--- src/tmp_ram.sv ---
// Simple dual-port memory with one write port and one registered read port.
module tmp_ram #(
	parameter int WIDTH = 16,
	parameter int AW    = 6
) (
	input  logic             clk,
	input  logic             we,
	input  logic [AW-1:0]    waddr,
	input  logic [WIDTH-1:0] wdata,
	input  logic [AW-1:0]    raddr,
	output logic [WIDTH-1:0] rdata
);

	logic [WIDTH-1:0] mem [(1 << AW)];

	always_ff @(posedge clk) begin
		if (we) begin
			mem[waddr] <= wdata;
		end
	end

	always_ff @(posedge clk) begin
		rdata <= mem[raddr];
	end

endmodule

--- config.mk ---
export PLATFORM = sky130hd
export DESIGN_NAME = tmp_ram
export DESIGN_NICKNAME = d
export VERILOG_FILES = /design/src/tmp_ram.sv
export SDC_FILE = /design/constraint.sdc
export NUM_CORES = 1
export LEC_CHECK = 0
export BUFFER_PORTS_ARGS = -buffer_cell sky130_fd_sc_hd__buf_4
export CORE_MARGIN = 2
export CORE_UTILIZATION = 40
export DETAILED_ROUTE_END_ITERATION = 10
export PLACE_DENSITY = 0.6
export SYNTH_ARGS = -nofsm -noshare
export SYNTH_HDL_FRONTEND = slang
export SYNTH_SLANG_ARGS = --single-unit
export TNS_END_PERCENT = 5
--- constraint.sdc ---
create_clock -name clk -period 2.5 [get_ports clk]
set_clock_uncertainty 0.05 [all_clocks]
set_input_delay 0.125 -clock clk [delete_from_list [all_inputs] [get_ports clk]]
set_output_delay 0.125 -clock clk [all_outputs]
set_load 0.1 [all_outputs]
==> results.sh <==
export IMPL_cts_buffers=103
export IMPL_via_count=19300
export IMPL_critPathArrivalTime_ps=2870
export IMPL_grt_pass1_wl_mm=137
export IMPL_grt_overflow_total=0
export IMPL_placedCellCount=3237
export IMPL_synth_nets=1859
export IMPL_hold_path_startpoint="wdata[3]"
export IMPL_synthToLayoutAreaGrowth_pct=15.4
export IMPL_yosysSeqAreaShare=0.776
export IMPL_setup_viol=0
export IMPL_synthArstFlopShare=0
export IMPL_grt_pass1_vias=19600
export IMPL_antenna_found_initial=7
export IMPL_final_hold_viol_count=0
export IMPL_crit_slowest_cell="a31oi_1"
export IMPL_gp_congestion=0.818
export IMPL_finalNonFillerCells=3444
export IMPL_ff2ff_path_depth=7
export IMPL_crit_fanout=1
export IMPL_hold_path_class="input port to flip-flop"
export IMPL_finalNetCount=2090
export IMPL_worstSetupPathType="flip-flop to flip-flop"
export IMPL_ant_nets=0
export IMPL_drc=0
export IMPL_syn_avg_cell_area_um2=21.9
export IMPL_ctsRootBufferMaster="clkbuf_16"
export IMPL_leakage_nw=14.8
export IMPL_synth_area_top_cells="edfxtp_1 (77%), mux4_2 (12%), mux2i_1 (2.1%)"
export IMPL_critPathLaunch="mem[21][13]$_DFFE_PP_"
export IMPL_die_w_um=320
export IMPL_routed_wl_mm=94.8
export IMPL_yosysMostFrequentCell="edfxtp_1"
export IMPL_dp_hpwl_mm=57.0
export IMPL_reg2reg_slack_ps=120
export IMPL_synth_top_cell_by_area="edfxtp_1"
export IMPL_die_area_um2=103000
export IMPL_drive_above_1_share=0.285
export IMPL_clk_pin_slew_ps=60
export IMPL_firstDrtPassIters=7
export IMPL_io_pins=46
export IMPL_drt_wirelength_per_cell_um=27.5
export IMPL_synthFlopType="edfxtp_1"
export IMPL_start_util=0.402
export IMPL_cts_repair_resized=0
export IMPL_crit_top_cell="buf_4"
export IMPL_internal_power_mw=28.6
export IMPL_slew_headroom=0.443
export IMPL_ys_ff_latch=1040
export IMPL_slew_viol_final=0
export IMPL_worst_hold_path_endpoint="mem[18][3]$_DFFE_PP_"
export IMPL_synth_cells=1829
export IMPL_comb_power_share=0.060
export IMPL_fin_crit_sh=0.953
export IMPL_pwr_share_seq=0.532
export IMPL_swShare=0.216
export IMPL_synth_edf_count=1024
export IMPL_p_switching_mw=7.86
export IMPL_worstSkewPairLatency_ps=690
export IMPL_h_tree_depth=3
export IMPL_core_area_um2=99700
export IMPL_syn_cell_area_um2=40000
export IMPL_rsz0062_at_grt="no"
export IMPL_rr_endpoint="rdata[13]$_DFF_P_"
export IMPL_power_frac_clock=0.408
export IMPL_design_area_um2=46200
export IMPL_grtUsageTotal=0.185
export IMPL_whs_path_depth=1
export IMPL_routed_via_density=5.59
export IMPL_yosysWarnings=0
export IMPL_powerDensity_nw_per_um2=788
export IMPL_cap_violations=0
export IMPL_crit_chain="mux4_2 -> mux2i_1 -> buf_4 -> a22oi_1 -> a31oi_1 -> buf_4 -> a311oi_1"
export IMPL_portBuffers=45
export IMPL_period_needed_ps=2380
export IMPL_die_h_um=320
export IMPL_cp_required_ps=2990
export IMPL_peakVddDrop_uv=505
export IMPL_synth_distinct_cells=43
export IMPL_crit_path_start_kind="flip-flop"
export IMPL_clock_path_buffers=3
export IMPL_status="completed"
export IMPL_cp_end_kind="flip-flop"
export IMPL_place_area_um2=42800
export IMPL_drt_iter0_markers=2220
export IMPL_cts_tree="done"
export IMPL_whs_ps=20.8
export IMPL_synth_common_cells="edfxtp_1 (1024), mux4_2 (220), mux2i_1 (85), nor2_1 (72), nand2_1 (59)"
export IMPL_r2r_start="mem[21][13]$_DFFE_PP_"
export IMPL_placementRows=116
export IMPL_worst_pin_slew_ps=836
export IMPL_grt_max_degree=65
export IMPL_cp_slowest_stage_delay_ps=620
export IMPL_fmax_ghz=0.420
export IMPL_synth_top_area_frac=0.768
export IMPL_cts_sinks=1040
## cell families after synthesis
logic type / count (synthesis) / share of synthesized area
AO/OA/AOI/OAI: 129 / 0.0241
buffers and inverters: 104 / 0.0183
flip-flops: 1040 / 0.776
multiplexers: 336 / 0.155
AND/OR/NAND/NOR: 220 / 0.0265
## area by class of cell
type	instances	area (um^2)
Clock buffer	133	2750
Timing Repair Buffer	230	2010
Antenna cell	3	7.51
Multi-Input combinational cell	685	8250
Sequential cell	1040	31100
Tap cell	1298	1620
Fill cell	8152	53500
Clock inverter	55	495
## power by group through the flow
stage          registers (mW)  clock network (mW)  logic, mW
2_1_floorplan            20.0                   0      0.999
3_3_place_gp             19.7                   0       2.16
3_5_place_dp             19.7                   0       2.18
4_1_cts                  19.4                15.2       2.21
5_1_grt                  19.4                15.8       2.30
6_report                 19.4                14.9       2.17
## per-layer routing
metal / global-route usage / vias to the layer above / wire length [um]
met1: 0.256 / 10300 / 40300
met4: 0.0577 / 4 / 2720
met2: 0.297 / 623 / 46000
met3: 0.0358 / 162 / 5770
li1: - / 8150 / -
met5: 0 / - / 26
## what timing repair did
action / in CTS / in global routing
hold buffers: 16 / 0
endpoints found under the hold margin: 454 / 0
buffers inserted: 0 / 0
setup endpoints to repair: 0 / 0
## per-stage QoR
stage	setup TNS [ps]	power, mW	util	setup WS (ps)
2_1_floorplan	0	21.0	-	290
3_3_place_gp	-133	21.9	0.429	-133
3_5_place_dp	-152	21.9	0.429	-124
4_1_cts	0	36.7	0.463	127
5_1_grt	0	37.5	0.463	27.0
6_report	0	36.4	0.463	118
## sequential cells by signal, summed over array words and instances, names as in the netlist
signal  cells
rdata      16
mem      1024
## worst max-delay path: cells and delay by family, from the launching register on
kind                   cells  cell delay, ps
AO/OA/AOI/OAI              3             730
flip-flops                 1             360
multiplexers               2             680
buffers and inverters      2             400
## worst max path at each step
stage	endpoint	slack (ps)	cells past startpoint
3_3_place_gp	rdata[13]$_DFF_P_	-130	8
5_1_grt	rdata[13]$_DFF_P_	30	7
4_1_cts	rdata[13]$_DFF_P_	130	7
3_5_place_dp	rdata[13]$_DFF_P_	-120	8
2_1_floorplan	mem[48][0]$_DFFE_PP_	290	4
6_report	rdata[13]$_DFF_P_	120	7
## layout by cell type (no fill, tap or decap), types with 25 or more instances in the layout
cell type,count
nand2_1,59
clkbuf_1,25
buf_4,193
edfxtp_1,1024
mux2i_1,85
mux4_2,220
clkbuf_16,104
nor2_1,72
mux2_2,27
a22oi_1,39
nor2b_1,30
No activity file was read; power rests on OpenSTA's default activity.
