[config.mk]
export PLATFORM = sky130hd
export DESIGN_NAME = tmp_mac
export DESIGN_NICKNAME = d
export VERILOG_FILES = /design/src/tmp_pkg.sv /design/src/tmp_mac.sv
export SDC_FILE = /design/constraint.sdc
export NUM_CORES = 1
export LEC_CHECK = 0
export ABC_AREA = 1
export BUFFER_PORTS_ARGS = -buffer_cell sky130_fd_sc_hd__buf_2
export CELL_PAD_IN_SITES_DETAIL_PLACEMENT = 0
export CELL_PAD_IN_SITES_GLOBAL_PLACEMENT = 1
export CORE_MARGIN = 10
export CORE_UTILIZATION = 50
export DETAILED_ROUTE_END_ITERATION = 10
export PLACE_DENSITY = 0.9
export SLEW_MARGIN = 20
export SYNTH_ARGS = -nofsm -noshare
export SYNTH_HDL_FRONTEND = slang
export SYNTH_SLANG_ARGS = --single-unit
[constraint.sdc]
create_clock -name clk -period 5.7 [get_ports clk]
set_input_delay 0.57 -clock clk [delete_from_list [all_inputs] [get_ports clk]]
set_output_delay 0.57 -clock clk [all_outputs]
set_load 0.02 [all_outputs]
[src/tmp_pkg.sv]
// Shared types and constants of the triple matrix product block.
package tmp_pkg;

	localparam int ELEM_W    = 16;  // width of one loaded matrix element
	localparam int ACC_W     = 32;  // width of products, sums and results
	localparam int CFG_W     = 4;   // width of one dimension register
	localparam int CFG_IDX_W = 2;   // width of the register index
	localparam int OUT_IDX_W = 3;   // width of the row and column tags on results
	localparam int OUT_DATA_W = 40; // result tdata, padded to whole bytes

	// Register indexes of the configuration channel
	localparam logic [CFG_IDX_W-1:0] CFG_ROWS_FIRST   = 2'd0;
	localparam logic [CFG_IDX_W-1:0] CFG_INNER_FIRST  = 2'd1;
	localparam logic [CFG_IDX_W-1:0] CFG_INNER_SECOND = 2'd2;
	localparam logic [CFG_IDX_W-1:0] CFG_COLS_LAST    = 2'd3;

	// Which matrix the load is filling
	typedef enum logic [1:0] {
		MAT_FIRST,
		MAT_SECOND,
		MAT_THIRD
	} mat_sel_t;

	// Sequencer states
	typedef enum logic [1:0] {
		ST_LOAD,
		ST_ISSUE,
		ST_DRAIN,
		ST_STORE
	} seq_state_t;

	// Control that travels beside the operands through the multiply-accumulate unit
	typedef struct packed {
		logic valid;
		logic first;
		logic last;
	} mac_ctl_t;

endpackage

[src/tmp_mac.sv]
// Shared multiply-accumulate unit: one registered product stage, one accumulate stage.
module tmp_mac
	import tmp_pkg::*;
(
	input  logic                    clk,
	input  logic                    arst_n,
	input  mac_ctl_t                ctl,
	input  logic signed [ACC_W-1:0] op_a,
	input  logic signed [ELEM_W-1:0] op_b,
	output logic [ACC_W-1:0]        acc,
	output logic                    done
);

	mac_ctl_t         ctl_s2;
	logic [ACC_W-1:0] prod_s2;
	logic [ACC_W-1:0] acc_q;
	logic             done_q;

	always_ff @(posedge clk or negedge arst_n) begin
		if (!arst_n) begin
			ctl_s2 <= '0;
			done_q <= 1'b0;
		end else begin
			ctl_s2 <= ctl;
			done_q <= ctl_s2.valid && ctl_s2.last;
		end
	end

	// Keep the low word of the product; sums wrap the same way
	always_ff @(posedge clk) begin
		prod_s2 <= ACC_W'(op_a * op_b);
		if (ctl_s2.valid) begin
			acc_q <= ctl_s2.first ? prod_s2 : acc_q + prod_s2;
		end
	end

	assign acc  = acc_q;
	assign done = done_q;

endmodule

==> results.txt, run 1 <==
The flow ran to the end, and the final reports show no timing, DRC or antenna violations. The die footprint is 41350 um^2. Of the cells placed in the final design, the portion with a size suffix greater than 1 is between 10% and 20%. TritonCTS built the clock tree. Yosys attributes the largest share of cell area to sky130_fd_sc_hd__fa_1, sky130_fd_sc_hd__inv_1, sky130_fd_sc_hd__nand2_1, sky130_fd_sc_hd__ha_1, sky130_fd_sc_hd__edfxtp_1.

The synthesized design contains 32 enable-type register cells. The standard cell core area is between 30000 and 40000 um^2. Counting every net in the synthesized netlist gives between 2000 and 3000.

The share of synthesized flip-flops with an asynchronous set or reset is ~6%. The detailed router placed ~14000 vias in this run. The pin count of the biggest net entering global routing is between 40 and 50. The remaining global-route overflow came out at 0. The wire length of the first global-routing pass is ~76 mm. The layout-stage area growth over the synthesis result came out at 13.91%. Once the floorplan was initialized, standard cells occupied approximately half of the core. The weighted congestion reported at the end of routability-driven placement is ~0.98. Summed over all nets, the half-perimeter wirelength after detailed placement is ~40 mm. In this design, the stage delay of the slowest critical-path cell is ~540 ps. After layout, the worst path uses between 90% and 100% of the clock period.

The antenna diode count is 0. The worst setup path is captured at a register. The floorplan step set the die height to approximately 200 um. The initialized floorplan defines 67 standard-cell rows. The clock net in this run drives a total of slightly below 70 sinks. The global-route usage over all layers came out at between 20% and 30%. The final-report setup violation count came out at 0. The average wire per cell in the routed design came out at ~16 um. The biggest area contributor in the post-synthesis netlist is sky130_fd_sc_hd__fa_1.

The die is 203.4 um wide. The remaining max-slew budget at the tightest pin came out at a little under half. The worst hold path belongs to the class primary input to asynchronous set/reset pin. The final critical-path required period came out at around 5400 ps. The via count of the first global-routing pass is about 15000. The final net count is between 2000 and 3000. The number of cells in the finished layout apart from fillers is roughly 2900. The number of CTS-inserted buffers is 9. The worst clock skew came out at between 10 and 15 ps. The netlist uses 45 different library cells. The critical path is of the primary input to register type. In the routed design, unresolved DRC markers number 0. The total length of routed wires came out at about 46 mm. In this run, placement finished with an instance count of ~2900. Yosys printed 0 warnings. The number of design-rule violations left by the first detailed-router iteration came out at ~810. The cell type with the highest occurrence count on the critical path is sky130_fd_sc_hd__fa_1. The type of origin of the critical path is a primary input. STA puts the critical path data arrival time at approximately 5700 ps.

Traced cell by cell, the critical path runs through clkbuf_4 -> buf_12 -> nand2_1 -> fa_1 -> inv_1 -> fa_1 -> inv_1 -> fa_1 -> inv_1 -> fa_1 -> fa_1 -> inv_1 -> fa_1 -> inv_1 -> ha_1 -> a21oi_2 -> o21ai_0 -> a21oi_1 -> nand3_2 -> a21o_2 -> nand2_2 -> nand2_1 -> nand2_1 -> nand2_1. The count of buffers added by post-CTS timing repair for setup is 0. The count of endpoints failing hold in the final timing report came out at 0. The number of instances in the synthesized netlist came out at ~2300. The highest clock rate is 183.9 MHz. After synthesis, the mean cell area works out to ~7.4 um^2. The number of H-tree levels came out at 3. The count of TritonRoute iterations in the first routing pass is 5. For this run, the leading register cell type out of synthesis is sky130_fd_sc_hd__edfxtp_1. At the later pin of the worst-skew pair, clock insertion delay measures between 300 and 400 ps. After detailed routing, the number of vias per cell comes to 4.980. The sequential share of the synthesized area came out at around 10%.

The antenna violation net count after detailed routing is 0. The area of the mapped netlist came out at roughly 17000 um^2. The count of buffers from port buffering came out at 85. During I/O placement, the number of pins put on the boundary was between 80 and 90. Summed over its instances, the top area cell type makes up between 30% and 40% of the synthesized netlist area. The max-cap violation count came out at 0. The highest fanout seen on the critical path is 12. The initial antenna violation count is 0.

The synthesis-stage register bit count is 68. The final number of max-transition violations is 0. The critical path data required time came out at around 6000 ps.

The transition time of the tightest slew-check pin is ~800 ps. The clock tree root driver cell is sky130_fd_sc_hd__clkbuf_16. The number of buffers on the longest clock path came out at 2. After clock tree synthesis, the clock-pin slew on the worst setup and hold paths is 60 ps. The critical-path cell with the highest stage delay is sky130_fd_sc_hd__fa_1.
[registers in the layout, summed over array words and instances, names as in the netlist]
register	cells
acc	32
prod_s2	32
ctl_s2	3
done	1
[logic make-up (layout without fill, tap and decap cells)]
logic type / after synthesis / after routing / share of synthesized area [%]
flops: 68 / 68 / 10.12
xor+xnor: 41 / 41 / 2.136
fa+ha+maj: 428 / 428 / 45.48
compound gates: 153 / 153 / 5.367
simple gates: 829 / 829 / 19.98
buf+inv: 751 / 923 / 16.91
[layer usage]
layer  share of wire [%]  track usage, %
met1                  40           27.40
met2                  50           41.54
met3                 6.3           2.713
met4                 3.5           8.340
met5                   0               0
[path summary, 6_finish.rpt]
| path | slack, ps | start | depth (start not counted) | to |
|---|---|---|---|---|
| max | 260 | op_b[1] | 24 | prod_s2[29] |
| min reg2reg | 450 | ctl_s2[0] | 2 | done |
| max in group asynchronous | 5560 | arst_n | 1 | done |
| max reg2reg | 3220 | acc[0] | 15 | acc[26] |
| min in group clk | 340 | ctl[1] | 1 | ctl_s2[1] |
| min | 30 | arst_n | 1 | ctl_s2[0] |
[per-stage QoR]
stage               hold slack, ps  instance area [um^2]  worst slack (ps)  util, %  setup TNS [ps]
finish                       29.08                 19150             261.3    57.38               0
global route                 28.45                 19150            -12.49    57.38          -14.26
detailed placement           378.5                 18750            -266.8    56.20           -1858
CTS                          22.81                 19070             76.68    57.15               0
floorplan                    274.4                 16810             12.31        -               0
global placement             372.1                 18750            -270.3    56.20           -1202
[placed cells by master (no fill, tap or decap), types with 9 or more instances in the layout]
master                        n
sky130_fd_sc_hd__ha_1       123
sky130_fd_sc_hd__dfxtp_1     32
sky130_fd_sc_hd__o21ai_1     10
sky130_fd_sc_hd__o21ai_0     36
sky130_fd_sc_hd__fa_1       305
sky130_fd_sc_hd__buf_12      10
sky130_fd_sc_hd__clkbuf_4    15
sky130_fd_sc_hd__nand2_1    622
sky130_fd_sc_hd__nand4_1     14
sky130_fd_sc_hd__buf_2       70
sky130_fd_sc_hd__xor2_1      22
sky130_fd_sc_hd__clkbuf_16    9
sky130_fd_sc_hd__buf_4      147
sky130_fd_sc_hd__nand2_2      9
sky130_fd_sc_hd__xnor2_1     19
sky130_fd_sc_hd__edfxtp_1    32
sky130_fd_sc_hd__inv_1      663
sky130_fd_sc_hd__nor2_1      80
sky130_fd_sc_hd__a21oi_1     59
sky130_fd_sc_hd__nand3_1     65
[cell usage after synthesis (8+ instances only)]
master,count
sky130_fd_sc_hd__inv_1,663
sky130_fd_sc_hd__nand2_1,622
sky130_fd_sc_hd__fa_1,305
sky130_fd_sc_hd__ha_1,123
sky130_fd_sc_hd__nor2_1,81
sky130_fd_sc_hd__clkbuf_1,71
sky130_fd_sc_hd__nand3_1,65
sky130_fd_sc_hd__a21oi_1,62
sky130_fd_sc_hd__o21ai_0,37
sky130_fd_sc_hd__dfxtp_1,32
sky130_fd_sc_hd__edfxtp_1,32
sky130_fd_sc_hd__xor2_1,22
sky130_fd_sc_hd__xnor2_1,19
sky130_fd_sc_hd__nand4_1,14
sky130_fd_sc_hd__a31oi_1,10
sky130_fd_sc_hd__buf_2,10
sky130_fd_sc_hd__nand2_2,9
sky130_fd_sc_hd__nor3_1,9
sky130_fd_sc_hd__o21ai_1,9
sky130_fd_sc_hd__o21bai_1,8
[worst max-delay path: cells and delay by family]
family                   cells  cell delay [ps]
AO/OA/AOI/OAI                4              740
AND/OR/NAND/NOR              6              450
adder cells (fa/ha/maj)      7             3360
buffers and inverters        7              550
[layout make-up]
| cell class | instances | area [um^2] |
|---|---|---|
| Clock buffer | 9 | 225.2 |
| Inverter | 665 | 2496 |
| Timing Repair Buffer | 242 | 1767 |
| Sequential cell | 68 | 1702 |
| Clock inverter | 7 | 90.09 |
| Multi-Input combinational cell | 1451 | 12310 |
| Fill cell | 3245 | 14220 |
| Tap cell | 448 | 560.5 |
[what timing repair did]
action | CTS | global route
endpoints found under the setup margin | 0 | 7
resized for setup | 0 | 25
hold buffers | 0 | 0
Power of run 1 is left out: the tool's default activity adds up to more than one toggle a clock period on the data nets, which glitch-free logic cannot reach.
==> run 2: changes to the inputs <==
--- a/config.mk
+++ b/config.mk
@@ -10,9 +10,10 @@
 export CELL_PAD_IN_SITES_DETAIL_PLACEMENT = 0
 export CELL_PAD_IN_SITES_GLOBAL_PLACEMENT = 1
 export CORE_MARGIN = 10
-export CORE_UTILIZATION = 50
+export CORE_UTILIZATION = 25
 export DETAILED_ROUTE_END_ITERATION = 10
-export PLACE_DENSITY = 0.9
+export PLACE_DENSITY = 0.52
+export SETUP_SLACK_MARGIN = 0.5
 export SLEW_MARGIN = 20
 export SYNTH_ARGS = -nofsm -noshare
 export SYNTH_HDL_FRONTEND = slang
==> run 2 against run 1 <==
Effect of this change: non-clock buffer count grew 33; clock skew rose by 0.94 ps; first-iteration DRC count decreased by 6.2%; die area up 89%; setup slack improved by 210 ps; cell count grew 16%; via count fell by 0.66%; fmax up 4.1%; global-route usage shrank 8.7 points; sequential share of layout area down 0.83 points.
==> results.txt, run 2 (same netlist as run 1, synthesis figures left out) <==
The type of origin of the critical path is a primary input (unchanged). The fraction of final layout cells with drive strength greater than 1 was 19.15% (was 12.53%). The standard cell core area is 66920 um^2 (was 33360 um^2). The kind of path behind the tightest hold check is primary input to asynchronous set/reset pin (unchanged).

The commonest non-fill, non-tap cell in the layout is sky130_fd_sc_hd__inv_1 (unchanged). The sum of negative setup slack came out at 0 ps (unchanged). The number of cells in the finished layout apart from fillers is 3348 (was 2890). The vias after detailed routing is 14298 (was 14393). The final-report setup violation count is 0 (unchanged).

The number of CTS-inserted buffers came out at 9 (unchanged). The largest incremental delay on the critical path is 570 ps (was 540 ps). The initial antenna violation count came to 0 (unchanged).

The chip width came out at 279.3 um (was 203.4 um). The arrival time of data at the critical path endpoint is 5470 ps (was 5670 ps). The worst clock skew came out at 13.32 ps (was 12.39 ps). The clock transition at the registers of the reported paths is 60 ps (about the same). The cell count after placement is 3311 (was 2874). The final critical-path required period was 5224 ps (was 5439 ps).

The number of buffers on the longest clock path came out at 2 (unchanged). The die footprint is 78010 um^2 (was 41350 um^2). The total DRC errors in the routed layout is 0 (unchanged). The via count of the first global-routing pass came out at 15899 (was 15389). The number of design-rule violations left by the first detailed-router iteration was 761 (was 811). The CTS tree is built (unchanged).

The number of cell rows came out at 95 (was 67). The wire length on met2 is 26.96 mm (was 23.10 mm). The highest clock rate came to 191.4 MHz (was 183.9 MHz). The total length of routed wires came out at 54.31 mm (was 45.96 mm). The clock tree root driver cell is sky130_fd_sc_hd__clkbuf_16 (unchanged). The cell type with the highest occurrence count on the critical path is sky130_fd_sc_hd__fa_1 (unchanged).

The critical path class is primary input to register (unchanged). The routed via count divided by cell count is 4.271 (was 4.980). The number of top-level design ports is 86 (unchanged).

The pin count of the biggest net entering global routing was 46 (unchanged). The critical-path cell with the highest stage delay is sky130_fd_sc_hd__fa_1 (unchanged). The count of buffers from port buffering was 85 (unchanged). The remaining max-slew budget at the tightest pin came out at 38.11% (was 46.62%). The worst-case setup margin in the final layout came to 475.6 ps (was 261.3 ps).

The final net count came to 2951 (was 2918). The global-route usage over all layers came out at 14.18% (was 22.93%). The length of routed met3 wiring was 1.392 mm (was 2.915 mm). The die height came to 279.3 um (was 203.4 um). The layout-stage area growth over the synthesis result came out at 25.67% (was 13.91%). The post-place instance area is 19740 um^2 (was 18750 um^2). Outcome: finished, final reports clean (unchanged). The weighted congestion reported at the end of routability-driven placement is 0.8411 (was 0.9788). The detailed placement HPWL is 46.26 mm (was 39.49 mm). The initial core utilization came out at 25.12% (was 50.38%). The critical path data required time came out at 5940 ps (was 5930 ps). Setup repair after global routing could not meet its margin everywhere.

The cell area after layout is 21120 um^2 (was 19150 um^2). The remaining global-route overflow is 0 (unchanged). The antenna diode count is 0 (unchanged). The count of TritonRoute iterations in the first routing pass is 6 (was 5). The portion of the clock cycle consumed by the worst path in the final layout is 91.66% (was 95.42%). The antenna violation net count after detailed routing came out at 0 (unchanged). Cell-by-cell trace of the critical path: buf_6 -> inv_8 -> buf_12 -> buf_12 -> nor2_4 -> fa_1 -> fa_1 -> fa_1 -> fa_1 -> fa_1 -> inv_2 -> fa_1 -> inv_2 -> ha_4 -> nand2_4 -> nor2_4 -> nor3b_4 -> nand4_1 -> nand3_2 -> a21o_4 -> nand2_2 -> nand3_2 -> nand2_1 (was clkbuf_4 -> buf_12 -> nand2_1 -> fa_1 -> inv_1 -> fa_1 -> inv_1 -> fa_1 -> inv_1 -> fa_1 -> fa_1 -> inv_1 -> fa_1 -> inv_1 -> ha_1 -> a21oi_2 -> o21ai_0 -> a21oi_1 -> nand3_2 -> a21o_2 -> nand2_2 -> nand2_1 -> nand2_1 -> nand2_1). The wire length of the first global-routing pass came out at 87.33 mm (was 76.40 mm). The minimum setup slack after placement is -190.4 ps (was -266.8 ps).

The max-cap violation count came to 0 (unchanged). The count of endpoints failing hold in the final timing report was 0 (unchanged). The transition time of the tightest slew-check pin came out at 927.3 ps (was 799.9 ps). Commonest cells after routing, fill and taps aside: sky130_fd_sc_hd__inv_1, sky130_fd_sc_hd__nand2_1, sky130_fd_sc_hd__fa_1 (unchanged). The clock insertion delay at the later pin of the skew report is 350 ps (was 340 ps). The average wire per cell in the routed design came out at 16.22 um (was 15.90 um). The endpoint type of the worst setup path is a register (unchanged). The highest fanout seen on the critical path was 7 (was 12).

The number of H-tree levels is 3 (unchanged). The number of clock sinks seen by CTS was 68 (unchanged). The highest metal layer used by the detailed router is met4 (unchanged). The length of routed wiring on met1 came out at 25.13 mm (was 18.36 mm). The final number of max-transition violations is 0 (unchanged).
run 2: changes by cell type in the layout (fill, tap and decap cells not counted), sizes merged:
cell	previous run	this run
clkinv	4	2
bufinv	2	0
buf	227	269
clkbuf	24	19
run 2: routing by layer:
metal,vias up,GRT usage [%]
li1,6940,-
met1,7124,18.20
met2,188,25.66
met4,0,2.550
met5,-,0
met3,46,1.248
run 2: repair_timing:
action                     4_1_cts  5_1_grt
gates cloned                     0        4
pin swaps                       37       49
setup endpoints to repair       19       20
resized for setup               92      147
hold buffers                     0        0
setup buffers                    6       11
run 2: layout make-up:
cell class	instances	area [um^2]
multi-input cells	1451	13000
inverters	665	2504
clock inverters	3	23.77
flip-flops and latches	68	1702
repair buffers	275	2515
fillers	7302	45800
well taps	873	1092
clock buffers	13	292.8
run 2: metrics by stage:
step                hold slack, ps  util (%)
floorplan                    274.4         -
global placement             376.3     29.50
detailed placement           380.0     29.50
CTS                          2.110     30.51
global route                 2.712     31.57
finish                       9.155     31.57
run 2: path summary, 6_finish.rpt:
path,startpoint,cells past startpoint,end,slack [ps]
worst max-delay path,op_b[15],23,prod_s2[29],480
worst min-delay path,arst_n,1,done,9
worst max register to register,acc[0],15,acc[26],3120
worst min register to register,ctl_s2[0],2,done,450
max in group asynchronous,arst_n,1,ctl_s2[1],5570
min in group clk,ctl[1],1,ctl_s2[1],330
run 2: worst max-delay path: cells and delay by family:
kind            cells  cell delay [ps]
fa+ha+maj           7             3340
simple gates        9              930
buf+inv             6              460
compound gates      1              160
Power of run 2 is left out for the same reason.
==> run 3: changes to the inputs <==
--- a/config.mk
+++ b/config.mk
@@ -13,6 +13,7 @@
 export CORE_UTILIZATION = 25
 export DETAILED_ROUTE_END_ITERATION = 10
 export PLACE_DENSITY = 0.52
+export RECOVER_POWER = 100
 export SETUP_SLACK_MARGIN = 0.5
 export SLEW_MARGIN = 20
 export SYNTH_ARGS = -nofsm -noshare
==> run 3 against run 2 <==
Effect of this change: the flow now finishes with violations (capacitance limit, slew limit); setup slack worse by 95 ps; final area is 0.79% lower; flip-flop and latch count stayed put; register-to-register slack worse by 1100 ps; core utilization is 0.25 points lower; cell count stayed put; global-route usage stayed put; via count is 0.22% higher; critical path depth is 2 lower; non-clock buffer count stayed put; clock skew hardly changed; first-iteration DRC count is 3.2% lower.
==> results.txt, run 3 (same netlist as run 1, synthesis figures left out) <==
Outcome: finished with violations (was finished, final reports clean). The final reports fail on capacitance limit, slew limit. The vias after detailed routing came out at 14330 (was 14298). The worst flop-to-flop path endpoint is acc[25] (was acc[26]). The buffers plus inverters on the worst setup path came out at 6 (unchanged).

The highest fanout seen on the critical path is 7 (unchanged). The total DRC errors in the routed layout is 0 (unchanged). The CTS tree is built (unchanged). The count of buffers from port buffering came to 85 (unchanged).

The final-report setup violation count came out at 0 (unchanged). The weighted congestion reported at the end of routability-driven placement came out at 0.8411 (unchanged). The type of origin of the critical path is a primary input (unchanged). The fraction of final layout cells with drive strength greater than 1 was 16.77% (was 19.15%).

The number of design-rule violations left by the first detailed-router iteration was 737 (was 761). The endpoint type of the worst setup path is a register (unchanged). The detailed placement HPWL is 46.26 mm (unchanged). The transition time of the tightest slew-check pin is 2155 ps (was 927.3 ps).

The launching point of the worst reg2reg path was ctl_s2[1] (was acc[0]). The critical path data required time is 5970 ps (was 5940 ps). The arrival time of data at the critical path endpoint is 5590 ps (was 5470 ps). The number of cells on the worst reg-to-reg path came to 4 (was 15). The layout-stage area growth over the synthesis result was 24.68% (was 25.67%). The remaining max-slew budget at the tightest pin is -43.68% (was 38.11%). The clock transition at the registers of the reported paths came to 60 ps (about the same). The die height is 279.3 um (unchanged).

The number of clock sinks seen by CTS is 68 (unchanged). The critical-path cell with the highest stage delay was sky130_fd_sc_hd__fa_1 (unchanged). The number of cell rows is 95 (unchanged).

The reg-to-reg setup timing slack is 2000 ps (was 3120 ps). The commonest non-fill, non-tap cell in the layout is sky130_fd_sc_hd__inv_1 (unchanged). The average wire per cell in the routed design came out at 16.24 um (was 16.22 um). The remaining global-route overflow is 0 (unchanged). The worst clock skew came to 13.14 ps (was 13.32 ps). The critical path class is primary input to register (unchanged).

The pin count of the biggest net entering global routing was 46 (unchanged). The cell count along the critical path is 21 (was 23). The largest incremental delay on the critical path came to 560 ps (was 570 ps). The worst-case setup margin in the final layout is 380.6 ps (was 475.6 ps). The filler cell count is 7338 (was 7302).

The cell type with the highest occurrence count on the critical path was sky130_fd_sc_hd__fa_1 (unchanged). The antenna violation net count after detailed routing was 0 (unchanged). The clock insertion delay at the later pin of the skew report came to 350 ps (about the same). The final critical-path required period is 5319 ps (was 5224 ps). The final net count came out at 2951 (unchanged).

The die footprint came out at 78010 um^2 (unchanged). The standard cell core area is 66920 um^2 (unchanged). Cell-by-cell trace of the critical path: buf_6 -> inv_8 -> buf_4 -> or2_4 -> fa_1 -> fa_1 -> inv_1 -> fa_1 -> fa_2 -> fa_1 -> inv_1 -> fa_1 -> inv_1 -> ha_4 -> a21oi_1 -> o21ai_0 -> o21bai_1 -> a21oi_2 -> nor2_1 -> nor2_1 -> xnor2_1 (was buf_6 -> inv_8 -> buf_12 -> buf_12 -> nor2_4 -> fa_1 -> fa_1 -> fa_1 -> fa_1 -> fa_1 -> inv_2 -> fa_1 -> inv_2 -> ha_4 -> nand2_4 -> nor2_4 -> nor3b_4 -> nand4_1 -> nand3_2 -> a21o_4 -> nand2_2 -> nand3_2 -> nand2_1).

The antenna diode count came out at 0 (unchanged). The clock tree root driver cell is sky130_fd_sc_hd__clkbuf_16 (unchanged). The total length of routed wires is 54.38 mm (was 54.31 mm). The global-route usage over all layers is 14.18% (unchanged). The max-cap violation count came out at 2 (was 0).

The wire length of the first global-routing pass is 87.33 mm (unchanged). The initial antenna violation count was 0 (unchanged). The number of buffers on the longest clock path was 2 (unchanged). The initial core utilization came out at 25.12% (unchanged). The routed via count divided by cell count came out at 4.280 (was 4.271).

The final number of max-transition violations came out at 80 (was 0). The via count of the first global-routing pass is 15899 (unchanged). The minimum setup slack after placement came out at -190.4 ps (unchanged). The number of H-tree levels is 3 (unchanged). The number of CTS-inserted buffers is 9 (unchanged). The count of endpoints failing hold in the final timing report was 0 (unchanged). The portion of the clock cycle consumed by the worst path in the final layout came out at 93.32% (was 91.66%). The post-cts hold buffer count is 0 (unchanged).

The number of top-level design ports came out at 86 (unchanged). The cell type group with the largest total delay on the critical path is adder cells (unchanged). The highest clock rate is 188.0 MHz (was 191.4 MHz). The chip width is 279.3 um (unchanged). Commonest cells after routing, fill and taps aside: sky130_fd_sc_hd__inv_1, sky130_fd_sc_hd__nand2_1, sky130_fd_sc_hd__fa_1 (unchanged). The count of TritonRoute iterations in the first routing pass came out at 9 (was 6). Unrepaired setup endpoints after global routing: yes (unchanged). The kind of path behind the tightest hold check is primary input to asynchronous set/reset pin (unchanged).
run 3: cell types whose count changed in the layout (fill, tap and decap cells not counted), moves of 4 or more:
cell / before / now
sky130_fd_sc_hd__a21oi_1: 48 / 53
sky130_fd_sc_hd__clkbuf_1: 1 / 42
sky130_fd_sc_hd__buf_2: 54 / 18
sky130_fd_sc_hd__o21ai_0: 29 / 36
sky130_fd_sc_hd__a21oi_2: 17 / 13
sky130_fd_sc_hd__buf_4: 151 / 146
sky130_fd_sc_hd__o21ai_1: 13 / 9
run 3: stage by stage:
step | hold slack (ps) | setup TNS (ps) | std cells | instance area, um^2 | util, %
floorplan | 274.4 | 0 | 2270 | 17390 | -
global placement | 376.3 | -884.5 | 3311 | 19740 | 29.50
detailed placement | 380.0 | -1113 | 3311 | 19740 | 29.50
CTS | 2.110 | 0 | 3333 | 20420 | 30.51
global route | 35.25 | 0 | 3348 | 20960 | 31.32
finish | 35.09 | 0 | 3348 | 20960 | 31.32
run 3: worst register-to-register path: stages (launching register included):
cell	delay (ps)
sky130_fd_sc_hd__dfrtp_1	330
sky130_fd_sc_hd__clkbuf_1	1530
sky130_fd_sc_hd__inv_1	1110
sky130_fd_sc_hd__nand3_1	380
sky130_fd_sc_hd__nand2_1	90
run 3: what timing repair did:
item	in CTS	in global routing
gates resized for setup	92	147
setup endpoints to repair	19	20
pin swaps	37	49
setup buffers	6	11
cloned	0	4
run 3: layout make-up:
class / instances / area, um^2 / area share, %
clock inverter: 3 / 23.77 / 0.1134
timing repair buffer: 275 / 2451 / 11.70
sequential: 68 / 1702 / 8.119
clock buffer: 13 / 292.8 / 1.397
tap: 873 / 1092 / 5.212
inverter: 665 / 2504 / 11.95
multi-input combinational: 1451 / 12890 / 61.52
run 3: metal layers:
metal	track usage, %	vias to the layer above	share of wire [%]
met1	18.20	7139	46
li1	-	6935	-
met5	0	-	0
met2	25.66	208	50
met3	1.248	48	2.7
met4	2.550	0	1.6
run 3: how the worst max path moves through the flow:
stage,slack [ps],end,from
after floorplan,430,prod_s2[29],op_a[14]
after global placement,-190,prod_s2[24],op_b[1]
after detailed placement,-190,prod_s2[24],op_b[4]
after CTS,480,prod_s2[28],op_a[16]
after global routing,150,prod_s2[22],op_b[15]
final,380,prod_s2[22],op_b[15]
Power of run 3 is left out for the same reason.
